<file path="src/rtl/assert_macros.svh">
// ---------------------------------------------------------------------------
// assert_macros.svh
// Assertion helpers shared by the display scan block, empty for synthesis.
// ---------------------------------------------------------------------------
`ifndef ASSERT_MACROS_SVH
`define ASSERT_MACROS_SVH

`ifndef SYNTHESIS

`define ASSERT_ALWAYS(lbl, clk, rstn, expr, msg) \
	lbl: assert property (@(posedge clk) disable iff (!(rstn)) (expr)) else $error(msg);

`define ASSERT_IMPLIES(lbl, clk, rstn, ante, cons, msg) \
	lbl: assert property (@(posedge clk) disable iff (!(rstn)) (ante) |-> (cons)) \
		else $error(msg);

`define ASSERT_NEXT(lbl, clk, rstn, ante, cons, msg) \
	lbl: assert property (@(posedge clk) disable iff (!(rstn)) (ante) |=> (cons)) \
		else $error(msg);

`else

`define ASSERT_ALWAYS(lbl, clk, rstn, expr, msg)
`define ASSERT_IMPLIES(lbl, clk, rstn, ante, cons, msg)
`define ASSERT_NEXT(lbl, clk, rstn, ante, cons, msg)

`endif

`endif

</file>
<file path="src/rtl/msds_pkg.sv">
// ---------------------------------------------------------------------------
// msds_pkg
// Types and constants of the multiplexed segment display scanner.
// ---------------------------------------------------------------------------
`timescale 1ns / 1ps
`default_nettype none

package msds_pkg;

	typedef enum logic [1:0] {
		OP_TICK   = 2'd0,
		OP_WRITE  = 2'd1,
		OP_TEAM_A = 2'd2,
		OP_TEAM_B = 2'd3
	} op_t;

	localparam logic [2:0] REG_ALLOW      = 3'd0;
	localparam logic [2:0] REG_FAST_BLINK = 3'd1;
	localparam logic [2:0] REG_SLOW_BLINK = 3'd2;
	localparam logic [2:0] REG_FAST_HALF  = 3'd3;
	localparam logic [2:0] REG_SLOW_HALF  = 3'd4;

	localparam int ADDR_W = 5;

	localparam logic [15:0] FAST_RESET  = 16'd1667;
	localparam logic [15:0] SLOW_RESET  = 16'd5000;
	localparam logic [7:0]  TEAM_A_MASK = 8'hF0;
	localparam logic [7:0]  TEAM_B_MASK = 8'h0F;

	localparam int IN_W = 16;

	typedef struct packed {
		logic        allow_output;
		logic [15:0] fast_half_period;
		logic [15:0] slow_half_period;
	} cfg_t;

endpackage

`default_nettype wire

</file>
<file path="src/rtl/msds_cfg.sv">
// ---------------------------------------------------------------------------
// msds_cfg
// APB register file: output enable, blink masks and blink half periods.
// ---------------------------------------------------------------------------
`timescale 1ns / 1ps
`default_nettype none

module msds_cfg
	import msds_pkg::*;
#(
	parameter int POSITIONS = 7
) (
	input  wire logic                 clk,
	input  wire logic                 arst_n,
	input  wire logic                 psel,
	input  wire logic                 penable,
	input  wire logic                 pwrite,
	input  wire logic [ADDR_W-1:0]    paddr,
	input  wire logic [31:0]          pwdata,
	output logic      [31:0]          prdata,
	output logic                      pready,
	output cfg_t                      cfg,
	output logic      [POSITIONS-1:0] fast_blink,
	output logic      [POSITIONS-1:0] slow_blink
);

	logic                 allow_q;
	logic [POSITIONS-1:0] fast_blink_q;
	logic [POSITIONS-1:0] slow_blink_q;
	logic [15:0]          fast_half_q;
	logic [15:0]          slow_half_q;
	logic [2:0]           index;
	logic                 wr_en;

	assign pready = 1'b1;
	assign index  = paddr[ADDR_W-1:2];
	assign wr_en  = psel && penable && pwrite && pready;

	always_ff @(posedge clk or negedge arst_n) begin
		if (!arst_n) begin
			allow_q      <= 1'b0;
			fast_blink_q <= '0;
			slow_blink_q <= '0;
			fast_half_q  <= FAST_RESET;
			slow_half_q  <= SLOW_RESET;
		end else if (wr_en) begin
			case (index)
				REG_ALLOW:      allow_q      <= pwdata[0];
				REG_FAST_BLINK: fast_blink_q <= pwdata[POSITIONS-1:0];
				REG_SLOW_BLINK: slow_blink_q <= pwdata[POSITIONS-1:0];
				REG_FAST_HALF:  fast_half_q  <= pwdata[15:0];
				REG_SLOW_HALF:  slow_half_q  <= pwdata[15:0];
				default: begin
				end
			endcase
		end
	end

	always_comb begin
		case (index)
			REG_ALLOW:      prdata = {31'd0, allow_q};
			REG_FAST_BLINK: prdata = 32'(fast_blink_q);
			REG_SLOW_BLINK: prdata = 32'(slow_blink_q);
			REG_FAST_HALF:  prdata = {16'd0, fast_half_q};
			REG_SLOW_HALF:  prdata = {16'd0, slow_half_q};
			default:        prdata = 32'd0;
		endcase
	end

	assign cfg.allow_output     = allow_q;
	assign cfg.fast_half_period = fast_half_q;
	assign cfg.slow_half_period = slow_half_q;
	assign fast_blink           = fast_blink_q;
	assign slow_blink           = slow_blink_q;

endmodule

`default_nettype wire

</file>
<file path="src/rtl/msds_core.sv">
// ---------------------------------------------------------------------------
// msds_core
// Pattern store, blink counters and scan select, with the tick result logic.
// ---------------------------------------------------------------------------
`timescale 1ns / 1ps
`default_nettype none
`include "assert_macros.svh"

module msds_core
	import msds_pkg::*;
#(
	parameter int POSITIONS = 7
) (
	input  wire logic                 clk,
	input  wire logic                 arst_n,
	input  wire cfg_t                 cfg,
	input  wire logic [POSITIONS-1:0] fast_blink,
	input  wire logic [POSITIONS-1:0] slow_blink,
	input  wire logic                 fire,
	input  wire op_t                  op,
	input  wire logic [2:0]           position,
	input  wire logic [7:0]           pattern,
	input  wire logic [3:0]           indicator_bits,
	output logic      [POSITIONS-1:0] digit_drive,
	output logic      [7:0]           segment_drive
);

	localparam int ROW = POSITIONS - 1;

	logic [POSITIONS-1:0] select_q;
	logic [POSITIONS-1:0] select_d;
	logic [7:0]           store_q [POSITIONS];
	logic [7:0]           store_d [POSITIONS];
	logic [15:0]          fast_count_q;
	logic [15:0]          slow_count_q;
	logic [15:0]          fast_count_d;
	logic [15:0]          slow_count_d;
	logic [15:0]          fast_dec;
	logic [15:0]          slow_dec;
	logic                 fast_phase_q;
	logic                 slow_phase_q;
	logic                 fast_phase_d;
	logic                 slow_phase_d;
	logic [7:0]           seg_sel;
	logic                 tick;

	assign tick = fire && (op == OP_TICK);

	// blink counters and select rotate
	assign fast_dec = fast_count_q - 16'd1;
	assign slow_dec = slow_count_q - 16'd1;

	always_comb begin
		fast_count_d = fast_dec;
		fast_phase_d = fast_phase_q;
		if (fast_dec == 16'd0) begin
			fast_count_d = cfg.fast_half_period;
			fast_phase_d = !fast_phase_q;
		end
		slow_count_d = slow_dec;
		slow_phase_d = slow_phase_q;
		if (slow_dec == 16'd0) begin
			slow_count_d = cfg.slow_half_period;
			slow_phase_d = !slow_phase_q;
		end
	end

	assign select_d = {select_q[POSITIONS-2:0], select_q[POSITIONS-1]};

	// pattern and indicator writes
	always_comb begin
		for (int i = 0; i < POSITIONS; i++) begin
			store_d[i] = store_q[i];
			if (op == OP_WRITE && 32'(position) == i) begin
				store_d[i] = pattern;
			end
		end
		case (op)
			OP_TEAM_A: store_d[ROW] = ({indicator_bits, 4'd0} & TEAM_A_MASK) |
				(store_q[ROW] & TEAM_B_MASK);
			OP_TEAM_B: store_d[ROW] = ({4'd0, indicator_bits} & TEAM_B_MASK) |
				(store_q[ROW] & TEAM_A_MASK);
			default: begin
			end
		endcase
	end

	always_ff @(posedge clk or negedge arst_n) begin
		if (!arst_n) begin
			select_q     <= POSITIONS'(1);
			fast_count_q <= FAST_RESET;
			slow_count_q <= SLOW_RESET;
			fast_phase_q <= 1'b0;
			slow_phase_q <= 1'b0;
			for (int i = 0; i < POSITIONS; i++) begin
				store_q[i] <= 8'd0;
			end
		end else if (fire) begin
			if (tick) begin
				select_q     <= select_d;
				fast_count_q <= fast_count_d;
				slow_count_q <= slow_count_d;
				fast_phase_q <= fast_phase_d;
				slow_phase_q <= slow_phase_d;
			end else begin
				for (int i = 0; i < POSITIONS; i++) begin
					store_q[i] <= store_d[i];
				end
			end
		end
	end

	// result of a tick, from the new select and phases
	always_comb begin
		seg_sel = 8'd0;
		for (int i = 0; i < POSITIONS; i++) begin
			if (select_d[i]) begin
				seg_sel = seg_sel | store_q[i];
			end
		end
	end

	always_comb begin
		digit_drive   = select_d;
		segment_drive = seg_sel;
		if ((select_d & fast_blink) != '0 && !fast_phase_d) begin
			digit_drive = '0;
		end
		if ((select_d & slow_blink) != '0 && !slow_phase_d) begin
			digit_drive = '0;
		end
		if (!cfg.allow_output) begin
			digit_drive   = '0;
			segment_drive = 8'd0;
		end
	end

	`ASSERT_ALWAYS(a_select_onehot, clk, arst_n, $onehot(select_q), "scan select not one-hot")
	`ASSERT_ALWAYS(a_digit_masked, clk, arst_n, digit_drive == '0 || digit_drive == select_d,
		"digit enable differs from select")
	`ASSERT_IMPLIES(a_blank_when_off, clk, arst_n, !cfg.allow_output,
		digit_drive == '0 && segment_drive == 8'd0, "output driven while disallowed")
	`ASSERT_NEXT(a_write_keeps_scan, clk, arst_n, fire && op != OP_TICK,
		$stable(select_q) && $stable(fast_count_q), "write item moved scan state")

endmodule

`default_nettype wire

</file>
<file path="src/rtl/multiplexed_segment_display_scan.sv">
// ---------------------------------------------------------------------------
// multiplexed_segment_display_scan
// Scan driver for multiplexed segment digits with blink masking.
//
// Items arrive on the s_ stream: s_tuser carries the opcode (tick, pattern
// write, team A or team B indicators), s_tdata the operands. A tick yields
// one transfer on the m_ stream with the digit enable and segment pattern of
// the next scan position; write items yield none. Registers sit on the APB
// port; the user must see that they are written only while the stream is
// quiet, as the block does not enforce it. A tick passes the input register
// (s1), the core update and the output register (s2) driving m_tvalid.
// Throughput is one item per cycle unless a tick in the input stage waits
// on a blocked output; the core update is a single pass of counter decrement,
// one-hot rotate and an 8-bit select between the two registers.
// Reset clears the pattern store, selects the first digit, loads the blink
// counters with their reset half periods and clears m_tvalid and the output enable.
// When m_tready is low a finished tick waits in the output register; the
// input register still drains write items and one more tick can be taken
// before s_tready drops.
// ---------------------------------------------------------------------------
`timescale 1ns / 1ps
`default_nettype none
`include "assert_macros.svh"

module multiplexed_segment_display_scan
	import msds_pkg::*;
#(
	parameter int POSITIONS = 7
) (
	input  wire logic              clk,
	input  wire logic              arst_n,
	input  wire logic              psel,
	input  wire logic              penable,
	input  wire logic              pwrite,
	input  wire logic [ADDR_W-1:0] paddr,
	input  wire logic [31:0]       pwdata,
	output logic      [31:0]       prdata,
	output logic                   pready,
	input  wire logic              s_tvalid,
	output logic                   s_tready,
	// position[2:0], pattern[10:3], indicator_bits[14:11]
	input  wire logic [IN_W-1:0]   s_tdata,
	// opcode[1:0]
	input  wire logic [1:0]        s_tuser,
	output logic                   m_tvalid,
	input  wire logic              m_tready,
	// digit_drive[POSITIONS-1:0], segment_drive[POSITIONS+7:POSITIONS]
	output logic [((POSITIONS+15)/8)*8-1:0] m_tdata
);

	localparam int OUT_W = ((POSITIONS + 15) / 8) * 8;

	cfg_t                 cfg;
	logic [POSITIONS-1:0] fast_blink;
	logic [POSITIONS-1:0] slow_blink;

	logic                 valid_s1;
	op_t                  op_s1;
	logic [2:0]           position_s1;
	logic [7:0]           pattern_s1;
	logic [3:0]           ind_s1;
	logic                 valid_s2;
	logic [POSITIONS-1:0] digit_s2;
	logic [7:0]           seg_s2;
	logic                 advance;
	logic                 fire;
	logic [POSITIONS-1:0] digit_d;
	logic [7:0]           seg_d;

	msds_cfg #(
		.POSITIONS(POSITIONS)
	) u_cfg (
		.clk        (clk),
		.arst_n     (arst_n),
		.psel       (psel),
		.penable    (penable),
		.pwrite     (pwrite),
		.paddr      (paddr),
		.pwdata     (pwdata),
		.prdata     (prdata),
		.pready     (pready),
		.cfg        (cfg),
		.fast_blink (fast_blink),
		.slow_blink (slow_blink)
	);

	// input stage moves unless it holds a tick and the output is blocked
	assign advance  = !valid_s1 || op_s1 != OP_TICK || !valid_s2 || m_tready;
	assign fire     = valid_s1 && advance;
	assign s_tready = advance;

	always_ff @(posedge clk or negedge arst_n) begin
		if (!arst_n) begin
			valid_s1 <= 1'b0;
		end else if (advance) begin
			valid_s1 <= s_tvalid;
		end
	end

	always_ff @(posedge clk) begin
		if (advance && s_tvalid) begin
			op_s1       <= op_t'(s_tuser);
			position_s1 <= s_tdata[2:0];
			pattern_s1  <= s_tdata[10:3];
			ind_s1      <= s_tdata[14:11];
		end
	end

	msds_core #(
		.POSITIONS(POSITIONS)
	) u_core (
		.clk            (clk),
		.arst_n         (arst_n),
		.cfg            (cfg),
		.fast_blink     (fast_blink),
		.slow_blink     (slow_blink),
		.fire           (fire),
		.op             (op_s1),
		.position       (position_s1),
		.pattern        (pattern_s1),
		.indicator_bits (ind_s1),
		.digit_drive    (digit_d),
		.segment_drive  (seg_d)
	);

	always_ff @(posedge clk or negedge arst_n) begin
		if (!arst_n) begin
			valid_s2 <= 1'b0;
		end else if (fire && op_s1 == OP_TICK) begin
			valid_s2 <= 1'b1;
		end else if (m_tready) begin
			valid_s2 <= 1'b0;
		end
	end

	always_ff @(posedge clk) begin
		if (fire && op_s1 == OP_TICK) begin
			digit_s2 <= digit_d;
			seg_s2   <= seg_d;
		end
	end

	assign m_tvalid = valid_s2;
	assign m_tdata  = OUT_W'({seg_s2, digit_s2});

	`ASSERT_IMPLIES(a_no_overwrite, clk, arst_n, valid_s2 && !m_tready,
		!(fire && op_s1 == OP_TICK), "pending result overwritten")
	`ASSERT_NEXT(a_write_no_result, clk, arst_n,
		fire && op_s1 != OP_TICK && !valid_s2, !valid_s2, "write item produced a result")

endmodule

`default_nettype wire
</file>
<file path="config.mk">
export PLATFORM = sky130hd
export DESIGN_NAME = multiplexed_segment_display_scan
export DESIGN_NICKNAME = d
export VERILOG_FILES = /design/src/rtl/msds_pkg.sv /design/src/rtl/msds_cfg.sv /design/src/rtl/msds_core.sv /design/src/rtl/multiplexed_segment_display_scan.sv
export VERILOG_INCLUDE_DIRS = /design/src /design/src/rtl
export SDC_FILE = /design/constraint.sdc
export NUM_CORES = 1
export LEC_CHECK = 0
export BUFFER_PORTS_ARGS = -buffer_cell sky130_fd_sc_hd__buf_2
export CAP_MARGIN = 15
export CORE_ASPECT_RATIO = 0.5
export CORE_UTILIZATION = 45
export CTS_CLUSTER_SIZE = 28
export DETAILED_ROUTE_END_ITERATION = 6
export GPL_ROUTABILITY_DRIVEN = 0
export SLEW_MARGIN = 20
export SYNTH_ARGS = -nofsm -noshare
export SYNTH_HDL_FRONTEND = slang
export SYNTH_SLANG_ARGS = --single-unit
</file>
<file path="constraint.sdc">
create_clock -name clk -period 6.2 [get_ports clk]
set_clock_uncertainty 0.05 [all_clocks]
set_input_delay 0.93 -clock clk [delete_from_list [all_inputs] [get_ports clk]]
set_output_delay 0.93 -clock clk [all_outputs]
set_load 0.02 [all_outputs]
</file>
==> impl_summary.log <==
INFO  metric outcome = completed
INFO  metric power_per_cell_area = 348 nW/um2
INFO  metric setup_total_negative_slack = 0 ns
INFO  metric crit_path_end_kind = output port
INFO  metric globalRoute.totalOverflow = 0
INFO  metric cts_buffers = 17
INFO  metric synth_async_sr_flop_share = 82.0%
INFO  metric num-nets-final = 879
INFO  metric finalWorstPathRequiredPeriod = 3.34 ns
INFO  metric synth_compound_area_share = 12.4%
INFO  metric sequential_cell_area = 4640 um2
INFO  metric via_count = 6055
INFO  metric min_period_over_period = 53.9%
INFO  metric slew-limit-headroom = 32.7%
INFO  metric hold-path-endpoint = u_core.slow_count_q[3]
INFO  metric final_cells = 1085
INFO  metric regToRegStartpoint = u_core.fast_count_q[2]
INFO  metric most_common_cell_after_layout_fill_and_taps_aside = sky130_fd_sc_hd__dfrtp_1
INFO  metric whs_path_depth = 2
INFO  metric resized_cells_post_cts = 0
INFO  metric internal_power = 0.00229 W
INFO  metric yosys_register_bits = 178
INFO  metric maxSlewViolCount = 0
INFO  metric antenna_found_initial = 0
INFO  metric synth_top_cell_by_area = sky130_fd_sc_hd__dfrtp_1
INFO  metric synth_area_per_cell = 11.5 um2
INFO  metric pre_cts_slack = 2.86 ns
INFO  metric die_height = 100 um
INFO  metric clk_pin_slew = 0.07 ns
INFO  metric drv_cap = 0
INFO  metric comb_power_share = 22.2%
INFO  metric synth_top_cells_by_area = sky130_fd_sc_hd__dfrtp_1, sky130_fd_sc_hd__mux2_2, sky130_fd_sc_hd__edfxtp_1, sky130_fd_sc_hd__dfstp_2, sky130_fd_sc_hd__nand2_1
INFO  metric proportion_of_power_drawn_by_flip_flops_and_latches = 46.9%
INFO  metric internal_reg_to_reg_setup_slack = 2.90 ns
INFO  metric combinational_family_with_the_most_area_after_synthesis = simple AND/OR/NAND/NOR gates
INFO  metric timing_hold_violations_final = 0
INFO  metric synth_edf_count = 32
INFO  metric synthXorXnorAreaFrac = 0.710%
INFO  metric p_clk_share = 30.9%
INFO  metric ios = 113
INFO  metric hp-start = u_cfg.slow_half_q[3]
INFO  metric clock_tree.root_cell = sky130_fd_sc_hd__clkbuf_16
INFO  metric layout.cells.most_common_list = sky130_fd_sc_hd__dfrtp_1, sky130_fd_sc_hd__mux2_2, sky130_fd_sc_hd__buf_2, sky130_fd_sc_hd__nand2_1, sky130_fd_sc_hd__nor2_1
INFO  metric syn_inst = 753
INFO  metric highest_clock_rate = 0.299 GHz
INFO  metric dp_hpwl = 13000 um
INFO  metric setup_ws = 2.86 ns
INFO  metric synth.top_cell.area_share = 36.2%
INFO  metric grt_first_pass_wirelength = 31600 um
INFO  metric numClockSinks = 178
INFO  metric wirelength = 19300 um
INFO  metric hold_path_class = register to register
INFO  metric htree_num_levels = 4
INFO  metric cellLeakagePower = 4.07 nW
INFO  metric finalHoldWorstSlack = 0.432 ns
INFO  metric drive_above_1_share = 32.7%
INFO  metric grt_usage = 20.9%
INFO  metric cts_hold_repair.buffers = 0
INFO  metric synthAdderAreaFrac = 0.579%
INFO  metric vias_per_cell = 5.58
INFO  metric pin_count_of_the_biggest_net_entering_global_routing = 91
INFO  metric cp.arrival = 2.36 ns
INFO  metric rsz0062_at_grt = false
INFO  metric avgRoutedWirePerCell = 17.8 um
INFO  metric dp.cells = 1053
INFO  metric initial_util = 46.4%
INFO  metric yosysWarningCount = 0
INFO  metric latest_clock_arrival_within_the_worst_skew_pair = 0.43 ns
INFO  metric place.port_buffers = 75
INFO  metric area.growth.synth_to_final = 12.5%
INFO  metric critical_path.reg2reg.endpoint = digit_s2[0]
INFO  metric netlist_area_before_placement = 8640 um2
INFO  metric postSynth.topFlopCell = sky130_fd_sc_hd__dfrtp_1
INFO  metric antennaDiodeCount = 0
INFO  metric coreArea = 18600 um2
INFO  metric vdd_drop_max = 191 uV
INFO  metric switchingPower = 0.00110 W
INFO  metric die_width = 198 um
INFO  metric worst_ep_required_time = 5.22 ns
INFO  metric synth_simple_gate_area_share = 14.2%
INFO  metric starting_drt_drc_count = 440
INFO  metric std_cell_rows = 35
INFO  metric power_switching_share = 32.4%
INFO  metric yosys-mux-area-fraction = 14.0%
INFO  metric die_area = 19800 um2
INFO  metric setup.worst_path.class = input port to output port
INFO  metric layout_fillers = 1678
INFO  metric worst-slew-pin-transition = 1.01 ns
INFO  metric synth_cell_type_count = 70
INFO  metric reg2reg_depth = 6
INFO  metric drt_pre_antenna_iters = 6
INFO  metric post_cts_buffers = 0
INFO  metric cts_buffer_depth = 2
INFO  metric grt_pass1_vias = 5735
INFO  metric antenna_left = 0
INFO  metric multiInputGateArea = 3690 um2
INFO  metric critical_path.startpoint_type = input port
INFO  metric drcViolationCount = 0
INFO  metric timing.final.setup_violations = 0
INFO  metric tritoncts = done
INFO  metric critical_path_peak_fanout = 16
INFO  metric ys_seq_area_share = 53.7%
-- cell families after synthesis --
kind of cell | after synthesis
adders and majority gates | 4
other | 2
buffers and inverters | 71
DFF | 178
and+or+nand+nor | 234
AOI/OAI and AO/OA | 150
muxes | 107
xor gates and xnor gates | 7
-- final cells by class --
class                      instances  share of cell area (%)
multi-input combinational        520                    38.0
sequential                       178                    47.7
timing repair buffer              83                    4.54
clock inverter                    15                    1.48
tap                              259                    3.33
clock buffer                      17                    4.38
inverter                          13                   0.502
-- worst max-delay path by stage --
stage | from | end | slack [ns] | depth (start not counted)
6_report | paddr[3] | prdata[3] | 2.86 | 6
4_1_cts | paddr[3] | prdata[3] | 2.86 | 6
3_5_place_dp | paddr[3] | prdata[3] | 2.86 | 6
3_3_place_gp | paddr[3] | prdata[8] | 2.86 | 5
2_1_floorplan | paddr[4] | prdata[1] | 3.22 | 6
5_1_grt | u_core.fast_count_q[2] | digit_s2[5] | 2.63 | 6
-- critical path: stages --
cell and delay (ns):
sky130_fd_sc_hd__buf_2 0.18, sky130_fd_sc_hd__nor2_1 0.15, sky130_fd_sc_hd__and2_1 0.58, sky130_fd_sc_hd__nand2_1 0.12
sky130_fd_sc_hd__o21ai_0 0.16, sky130_fd_sc_hd__buf_2 0.23
-- power by group through the flow --
stage	Combinational [W]	Sequential, W	Clock (W)
after floorplan	0.000636	0.00154	0
after global routing	0.000849	0.00162	0.00113
after detailed placement	0.000753	0.00161	0
after CTS	0.000757	0.00158	0.00107
final	0.000753	0.00159	0.00105
after global placement	0.000739	0.00160	0
-- flip-flops by register name (all words and copies together), names as in the netlist, 2 cells and up --
signal               count
u_cfg.fast_blink         7
u_cfg.slow_half_q       16
op_s1                    2
u_core.select_q          7
u_core.store_q          56
digit_s2                 7
u_cfg.fast_half_q       16
ind_s1                   4
pattern_s1               8
u_core.slow_count_q     16
seg_s2                   8
position_s1              3
u_core.fast_count_q     16
u_cfg.slow_blink         7
-- per-stage QoR --
stage               area [um2]  utilization, %  total power, W
floorplan                 8700               -         0.00217
global placement          9150            49.1         0.00234
detailed placement        9150            49.1         0.00236
CTS                       9710            52.2         0.00342
global route              9720            52.2         0.00359
finish                    9720            52.2         0.00339
-- cells in the mapped netlist (all sizes together), types with 3 or more instances --
master	instances
a222oi	10
o211ai	3
nand2b	5
a22o	9
o21a	3
inv	13
or4	3
nor2	53
and2	3
buf	31
nor2b	4
mux2i	5
nor4	17
nor3b	8
and3	3
or3	4
nand2	71
a211oi	8
nor3	11
ha	4
clkbuf	27
dfrtp	125
mux2	101
a31oi	11
nand3	28
dfstp	21
edfxtp	32
nand4	8
a22oi	28
o22ai	6
o21ai	28
xnor2	5
a21oi	30
nand4b	4
-- layer usage --
metal	part of all wire, %	global-route usage [%]	vias up
met2	47	33.8	125
met1	49	29.2	3027
met3	3.0	3.63	16
li1	-	-	2887
met5	0	0	-
met4	0.91	5.61	0
Power figures use the tool's default switching activity.
